`src/hdl/ddm_pkg.sv`:
```
// ----------------------------------------------------------------------------
// ddm_pkg
// widths, field positions and helpers of the differential drive mixer
// ----------------------------------------------------------------------------
`timescale 1ns / 1ps
`default_nettype none

package ddm_pkg;

   localparam int REQ_W     = 24;
   localparam int RSP_W     = 24;
   localparam int CMD_W     = 8;
   localparam int MAG_W     = 8;
   localparam int SUM_W     = MAG_W + 1;
   localparam int Q_W       = 7;
   localparam int MIX_W     = 10;
   localparam int MIX_LIMIT = 127;
   localparam int DUTY_MAX  = 254;

   // request tdata positions
   localparam int REQ_TURN_LO  = 0;
   localparam int REQ_DRIVE_LO = 8;
   localparam int REQ_LSTOP    = 16;
   localparam int REQ_RSTOP    = 17;

   // response tdata positions
   localparam int RSP_LFWD    = 0;
   localparam int RSP_LBWD    = 1;
   localparam int RSP_LDUTY_LO = 2;
   localparam int RSP_RFWD    = 10;
   localparam int RSP_RBWD    = 11;
   localparam int RSP_RDUTY_LO = 12;

   typedef struct packed {
      logic       fwd;
      logic       bwd;
      logic [7:0] duty;
   } motor_out_type;

   function automatic motor_out_type motor_drive(input logic signed [MIX_W-1:0] mix,
                                                 input logic stop);
      motor_out_type           res;
      logic [MIX_W-1:0]        mag;
      mag = mix[MIX_W-1] ? MIX_W'(-mix) : MIX_W'(mix);
      res.fwd  = 1'b0;
      res.bwd  = 1'b0;
      res.duty = 8'd0;
      if (!stop && (mix != '0)) begin
         res.fwd  = ~mix[MIX_W-1];
         res.bwd  = mix[MIX_W-1];
         res.duty = mag[7:0];
      end
      return res;
   endfunction

endpackage

`default_nettype wire

```
`src/hdl/differential_drive_mixer_top.sv`:
```
// ----------------------------------------------------------------------------
// differential drive mixer
// slews turn and drive commands, limits their magnitude sum by a bit serial
// restoring division and mixes them into left and right bridge commands
// ----------------------------------------------------------------------------
//  channel | direction | tdata fields (lsb first)
//  req     | in        | turn_command, drive_command, left_stop, right_stop
//  rsp     | out       | left fwd, left bwd, left duty, right fwd, right bwd, right duty
//
//  a transfer runs idle, prep, div, fin when the magnitude sum exceeds 127, else idle, prep, fin
//  the divider produces one quotient bit per cycle for both channels (7 steps)
//  reset is synchronous and clears the slewed values and the output valid
//  a new request is taken as soon as the mix reaches the output register
//  a stalled response holds the mixer in its last cycle until the slot frees
// ----------------------------------------------------------------------------
`timescale 1ns / 1ps
`default_nettype none

module differential_drive_mixer_top
   import ddm_pkg::*;
(
   input  wire logic             clock,
   input  wire logic             reset,
   input  wire logic             req_tvalid,
   output logic                  req_tready,
   input  wire logic [REQ_W-1:0] req_tdata,  // turn[7:0] drive[15:8] lstop[16] rstop[17]
   output logic                  rsp_tvalid,
   input  wire logic             rsp_tready,
   output logic [RSP_W-1:0]      rsp_tdata   // lfwd lbwd lduty[9:2] rfwd rbwd rduty[19:12]
);

   localparam logic [1:0] ST_IDLE = 2'd0;
   localparam logic [1:0] ST_PREP = 2'd1;
   localparam logic [1:0] ST_DIV  = 2'd2;
   localparam logic [1:0] ST_FIN  = 2'd3;

   logic [1:0]              state_ff, state_in;
   logic signed [CMD_W-1:0] slew_turn_ff, slew_turn_in;
   logic signed [CMD_W-1:0] slew_drive_ff, slew_drive_in;
   logic                    lstop_ff, lstop_in, rstop_ff, rstop_in;
   logic [2:0]              cnt_ff, cnt_in;
   logic [SUM_W-1:0]        div_ff, div_in;
   logic [SUM_W-1:0]        rem_t_ff, rem_t_in, rem_d_ff, rem_d_in;
   logic [Q_W-1:0]          num_t_ff, num_t_in, num_d_ff, num_d_in;
   logic [Q_W-1:0]          q_t_ff, q_t_in, q_d_ff, q_d_in;
   logic                    rsp_valid_ff, rsp_valid_in;
   logic [RSP_W-1:0]        rsp_data_ff, rsp_data_in;

   logic signed [CMD_W-1:0] turn_cmd, drive_cmd;
   logic [MAG_W-1:0]        ta, da;
   logic [SUM_W-1:0]        sum;
   logic [2*Q_W:0]          prod_t, prod_d;
   logic [SUM_W:0]          trial_t, trial_d;
   logic                    qbit_t, qbit_d;
   logic signed [MIX_W-1:0] t_mix, d_mix, mix_l, mix_r;
   logic                    out_free;
   motor_out_type           mot_l, mot_r;

   assign turn_cmd  = req_tdata[REQ_TURN_LO +: CMD_W];
   assign drive_cmd = req_tdata[REQ_DRIVE_LO +: CMD_W];

   assign ta  = slew_turn_ff[CMD_W-1]  ? MAG_W'(-slew_turn_ff)  : MAG_W'(slew_turn_ff);
   assign da  = slew_drive_ff[CMD_W-1] ? MAG_W'(-slew_drive_ff) : MAG_W'(slew_drive_ff);
   assign sum = {1'b0, ta} + {1'b0, da};

   // magnitude times 127 as shift and subtract
   assign prod_t = {ta, 7'd0} - {7'd0, ta};
   assign prod_d = {da, 7'd0} - {7'd0, da};

   assign trial_t = {rem_t_ff, num_t_ff[Q_W-1]};
   assign trial_d = {rem_d_ff, num_d_ff[Q_W-1]};
   assign qbit_t  = trial_t >= {1'b0, div_ff};
   assign qbit_d  = trial_d >= {1'b0, div_ff};

   assign t_mix = slew_turn_ff[CMD_W-1]  ? -$signed({2'b00, q_t_ff, 1'b0})
                                         :  $signed({2'b00, q_t_ff, 1'b0});
   assign d_mix = slew_drive_ff[CMD_W-1] ? -$signed({2'b00, q_d_ff, 1'b0})
                                         :  $signed({2'b00, q_d_ff, 1'b0});
   assign mix_l = d_mix + t_mix;
   assign mix_r = d_mix - t_mix;
   assign mot_l = motor_drive(mix_l, lstop_ff);
   assign mot_r = motor_drive(mix_r, rstop_ff);

   assign out_free   = ~rsp_valid_ff | rsp_tready;
   assign req_tready = (state_ff == ST_IDLE);
   assign rsp_tvalid = rsp_valid_ff;
   assign rsp_tdata  = rsp_data_ff;

   always_comb begin
      state_in      = state_ff;
      slew_turn_in  = slew_turn_ff;
      slew_drive_in = slew_drive_ff;
      lstop_in      = lstop_ff;
      rstop_in      = rstop_ff;
      cnt_in        = cnt_ff;
      div_in        = div_ff;
      rem_t_in      = rem_t_ff;
      rem_d_in      = rem_d_ff;
      num_t_in      = num_t_ff;
      num_d_in      = num_d_ff;
      q_t_in        = q_t_ff;
      q_d_in        = q_d_ff;
      rsp_valid_in  = rsp_valid_ff & ~rsp_tready;
      rsp_data_in   = rsp_data_ff;
      case (state_ff)
         ST_IDLE: begin
            if (req_tvalid) begin
               if (turn_cmd > slew_turn_ff)
                  slew_turn_in = slew_turn_ff + 8'sd1;
               else if (turn_cmd < slew_turn_ff)
                  slew_turn_in = slew_turn_ff - 8'sd1;
               if (drive_cmd > slew_drive_ff)
                  slew_drive_in = slew_drive_ff + 8'sd1;
               else if (drive_cmd < slew_drive_ff)
                  slew_drive_in = slew_drive_ff - 8'sd1;
               lstop_in = req_tdata[REQ_LSTOP];
               rstop_in = req_tdata[REQ_RSTOP];
               state_in = ST_PREP;
            end
         end
         ST_PREP: begin
            if (sum > SUM_W'(MIX_LIMIT)) begin
               div_in   = sum;
               rem_t_in = {2'b00, prod_t[2*Q_W-1:Q_W]};
               rem_d_in = {2'b00, prod_d[2*Q_W-1:Q_W]};
               num_t_in = prod_t[Q_W-1:0];
               num_d_in = prod_d[Q_W-1:0];
               cnt_in   = 3'd0;
               state_in = ST_DIV;
            end else begin
               q_t_in   = ta[Q_W-1:0];
               q_d_in   = da[Q_W-1:0];
               state_in = ST_FIN;
            end
         end
         ST_DIV: begin
            rem_t_in = qbit_t ? SUM_W'(trial_t - {1'b0, div_ff}) : trial_t[SUM_W-1:0];
            rem_d_in = qbit_d ? SUM_W'(trial_d - {1'b0, div_ff}) : trial_d[SUM_W-1:0];
            num_t_in = {num_t_ff[Q_W-2:0], 1'b0};
            num_d_in = {num_d_ff[Q_W-2:0], 1'b0};
            q_t_in   = {q_t_ff[Q_W-2:0], qbit_t};
            q_d_in   = {q_d_ff[Q_W-2:0], qbit_d};
            cnt_in   = cnt_ff + 3'd1;
            if (cnt_ff == 3'(Q_W - 1))
               state_in = ST_FIN;
         end
         ST_FIN: begin
            if (out_free) begin
               rsp_valid_in = 1'b1;
               rsp_data_in  = '0;
               rsp_data_in[RSP_LFWD]              = mot_l.fwd;
               rsp_data_in[RSP_LBWD]              = mot_l.bwd;
               rsp_data_in[RSP_LDUTY_LO +: 8]     = mot_l.duty;
               rsp_data_in[RSP_RFWD]              = mot_r.fwd;
               rsp_data_in[RSP_RBWD]              = mot_r.bwd;
               rsp_data_in[RSP_RDUTY_LO +: 8]     = mot_r.duty;
               state_in     = ST_IDLE;
            end
         end
         default: begin
            state_in = ST_IDLE;
         end
      endcase
   end

   always_ff @(posedge clock) begin
      if (reset) begin
         state_ff      <= ST_IDLE;
         slew_turn_ff  <= '0;
         slew_drive_ff <= '0;
         rsp_valid_ff  <= 1'b0;
      end else begin
         state_ff      <= state_in;
         slew_turn_ff  <= slew_turn_in;
         slew_drive_ff <= slew_drive_in;
         rsp_valid_ff  <= rsp_valid_in;
      end
   end

   always_ff @(posedge clock) begin
      lstop_ff    <= lstop_in;
      rstop_ff    <= rstop_in;
      cnt_ff      <= cnt_in;
      div_ff      <= div_in;
      rem_t_ff    <= rem_t_in;
      rem_d_ff    <= rem_d_in;
      num_t_ff    <= num_t_in;
      num_d_ff    <= num_d_in;
      q_t_ff      <= q_t_in;
      q_d_ff      <= q_d_in;
      rsp_data_ff <= rsp_data_in;
   end

endmodule

`default_nettype wire

```
`config.mk`:
```
export PLATFORM = sky130hd
export DESIGN_NAME = differential_drive_mixer_top
export DESIGN_NICKNAME = d
export VERILOG_FILES = /design/src/hdl/ddm_pkg.sv /design/src/hdl/differential_drive_mixer_top.sv
export SDC_FILE = /design/constraint.sdc
export NUM_CORES = 1
export LEC_CHECK = 0
export ABC_AREA = 1
export BUFFER_PORTS_ARGS = -buffer_cell sky130_fd_sc_hd__buf_2
export CORE_MARGIN = 1
export CORE_UTILIZATION = 30
export DETAILED_ROUTE_END_ITERATION = 10
export SLEW_MARGIN = 30
export SYNTH_ARGS = -nofsm -noshare
export SYNTH_HDL_FRONTEND = slang
export SYNTH_SLANG_ARGS = --single-unit
```
`constraint.sdc`:
```
create_clock -name clock -period 4.8 [get_ports clock]
set_input_delay 0.48 -clock clock [delete_from_list [all_inputs] [get_ports clock]]
set_output_delay 0.48 -clock clock [all_outputs]
set_load 0.01 [all_outputs]
```
==> key figures <==
Drt
  • Via density: between 4 and 5
  • ANT nets after route: 0
  • Initial DRC Count: 535
  • Routed WL: 19.04 mm
  • DRC Markers: 4
  • Drt pass-1 iters: 8
  • DR WL/cell: 13.38 microns
  • Via Count: 6,776

Setup path
  • CP startpoint: slew_drive_ff[7]$_SDFFE_PP0P_
  • Cell count of the worst reg-to-reg path: 16
  • R2r endpoint: rsp_tdata[13]$_SDFFCE_PN0P_
  • Startpoint types: flip-flop
  • CP Max Fanout: 19
  • Critical path class: reg2reg
  • Worst EP required: 4.91 ns
  • Reg2reg setup slack: a little over 0.9 ns
  • Worst r2r src: slew_drive_ff[7]$_SDFFE_PP0P_
  • CP endpoint kind: flip-flop
  • Crit path DAT: roughly 4 ns

Layout
  • Diodes inserted: 0
  • Post-route insts no fill: between 1,000 and 1,500
  • Final nets: ~1,200
  • Area Overhead vs Synth: 11.66%
  • Fin util: 0.3430
  • Share of cells above drive strength 1: 0.09835

Synth
  • Post-synth EDFFs: 78
  • Synthesis Warnings: 0
  • Post-synthesis cell count: 1,040
  • Ys flop type: edfxtp_1
  • #FFs+latches synth: 97
  • Synth area leaders: edfxtp_1 29%, ha_1 13%, nand2_1 8.6%
  • Top cell type's share of synthesized area: 0.2918
  • Netlist cell types: 51
  • Avg Cell Area, Syn: 7.718 sq um
  • Sequential fraction of the synthesis area: 0.3392
  • Ys async rst share: 0
  • Yosys top cell by area: edfxtp_1
  • Mapped cell area: about 8000 sq um

Flow run
  • Total of max-cap violations: 0

Timing
  • Fmax: 257.7 MHz
  • Setup TNS: 0 ns
  • Tmin final: 3.880 ns
  • RSZ-0062 raised after global routing: no
  • Final Slew Violations: 0
  • Worst Max-Slew Pin Slew: 0.8517 ns
  • Worst Skew: 0.01028 ns
  • Rel. slew slack: 0.4322
  • # setup viols final: 0
  • Fin worst setup slack: 0.9202 ns
  • Final hold violations: 0
  • Part of the cycle the worst path needs: 0.8083

Placed design
  • Hpwl dp: 15.00 mm
  • PortBufs: between 40 and 50
  • Placed insts: around 1,400
  • GP Congestion: just under 0.9
  • Dpl ws: about 0.96 ns

Floorplanning
  • Core ar.: ~26,000 sq um
  • Die X: between 150 and 200 microns
  • # IOs: 54
  • Starting Density: 0.3071
  • Die area: 27,410 sq um
  • Row count: 59
  • Die Y: between 150 and 200 microns

Global routing
  • Global-route congestion overflow total: 0
  • GRT Total Usage: 0.1440
  • First-pass GRT wire length: between 30 and 40 mm
  • Largest net degree at the start of global routing: between 50 and 60
  • Via count of the first global-routing pass: roughly 6,200
  • Initial antenna violation count: 0

Worst hold path
  • Hold depth: 1
  • Hold EP: rstop_ff$_DFFE_PP_
  • Worst Hold Class: in2reg
  • Beginning of the worst hold path: req_tdata[17]

Clocking
  • H-tree depth: 3
  • CTS tree: built
  • Clk slew on worst S/H paths: around 0.08 ns
  • Postcts setup bufs: 0
  • CTS hold repair buffers: 0
  • CTS Buf Count: 9
  • Resized Gates After CTS: 0
  • Clk buf depth: 2
  • Clock Sinks: 97
  • CTS root buffer: clkbuf_16
  • Worst-skew pair later-pin latency: ~0.36 ns

Run status
  • Outcome: complete, but fails checks
  • Failing checks: DRC
==> area by class of cell <==
cell class / instances / area [sq um]
tap: 335 / 419.2
multi-input combinational: 752 / 4581
inverter: 172 / 645.6
sequential: 97 / 2723
clock buffer: 9 / 225.2
fill: 2773 / 17170
clock inverter: 7 / 88.84
timing repair buffer: 51 / 280.3
==> layout by cell type, fill, tap and decap left out, types with 2 or more instances in the layout <==
cell        netlist  routed
nor2_2            3       3
a21o_1            4       4
or2_2             2       2
clkbuf_16         0       9
or2_1             2       2
o211ai_1         18      18
nand4_1          11      11
a21oi_1          77      76
clkinvlp_4        0       3
and2_1            2       2
inv_2            19      19
nand3_1          54      54
buf_2             5      41
dfxtp_1          19      19
o21ai_0          62      61
nor3b_2           2       2
a31oi_1           8       8
xnor2_1          14      14
nand2_1         184     184
nor3_1            5       5
a221oi_1          2       2
o21a_1            2       2
edfxtp_1         78      78
o21bai_1          6       6
ha_1             84      84
nand3_2           2       2
inv_1           152     152
buf_4             6      10
nor2_1          105     105
conb_1            1       6
a211oi_1          2       2
nor4_1            4       4
xor2_1           44      44
fa_1              6       6
o21ai_1          23      23
nand2_2           4       4
==> critical path: stages, from the launching register on <==
cell	delay, ns
dfxtp_1	0.76
inv_2	0.24
or2_2	0.33
o21ai_0	0.24
inv_1	0.16
ha_1	0.40
inv_1	0.06
nand2_1	0.05
nand2_1	0.06
nor2_1	0.11
xor2_1	0.26
nand3_1	0.18
nor3b_2	0.26
nand2_1	0.08
nand3b_2	0.24
nand2_2	0.14
nor2_1	0.05
==> state kept, by name, indices dropped and copies added, names as in the netlist <==
| signal | flops |
|---|---|
| rsp_tdata | 18 |
| div_ff | 9 |
| rem_d_ff | 9 |
| rem_t_ff | 9 |
| slew_drive_ff | 8 |
| slew_turn_ff | 8 |
| num_d_ff | 7 |
| num_t_ff | 7 |
| q_d_ff | 7 |
| q_t_ff | 7 |
| cnt_ff | 3 |
| state_ff | 2 |
| lstop_ff | 1 |
| rsp_tvalid | 1 |
| rstop_ff | 1 |
==> metrics by stage <==
step	hold WS, ns	area [sq um]
3_5_place_dp	0.5084	8641
6_report	0.2943	8962
5_1_grt	0.2827	8962
2_1_floorplan	0.4787	8045
4_1_cts	0.2864	8955
3_3_place_gp	0.4885	8641
==> cells by family after synthesis <==
kind of cell | after synthesis | synth area share
other | 1 | 0.0004672
xor gates and xnor gates | 58 | 0.06329
adders and majority gates | 90 | 0.1459
DFF | 97 | 0.3392
AOI/OAI and AO/OA | 215 | 0.1531
buffers and inverters | 196 | 0.09524
and+or+nand+nor | 383 | 0.2028
==> Yosys cell counts (6+ instances only) <==
cell	number
inv_2	19
nor2_1	105
nand2_1	184
a21oi_1	77
dfxtp_1	19
fa_1	6
a31oi_1	8
clkbuf_1	12
o21ai_0	62
buf_4	6
inv_1	152
xor2_1	44
o21bai_1	6
nand3_1	54
xnor2_1	14
o211ai_1	18
ha_1	84
o21ai_1	23
edfxtp_1	78
nand4_1	11
==> routing by layer <==
layer,share of wire,global-route usage,vias to the layer above,wire length (microns)
li1,-,-,3544,-
met1,0.50,0.1967,3097,9429
met2,0.45,0.2330,120,8643
met3,0.040,0.02747,15,759
met4,0.011,0.03388,0,201
met5,0,0,-,0
==> how the worst max path moves through the flow <==
| stage | slack [ns] | to |
|---|---|---|
| after floorplan | 1.01 | cnt_ff[0]$_SDFFCE_PN0P_ |
| after global placement | 1.02 | rsp_tdata[13]$_SDFFCE_PN0P_ |
| after detailed placement | 0.96 | rsp_tdata[14]$_SDFFCE_PN0P_ |
| after CTS | 0.93 | rsp_tdata[14]$_SDFFCE_PN0P_ |
| after global routing | 0.62 | rsp_tdata[14]$_SDFFCE_PN0P_ |
| final | 0.92 | rsp_tdata[13]$_SDFFCE_PN0P_ |
Power is not shown: default switching activity piles up to over one toggle a cycle in this logic, so the estimate is an artifact.
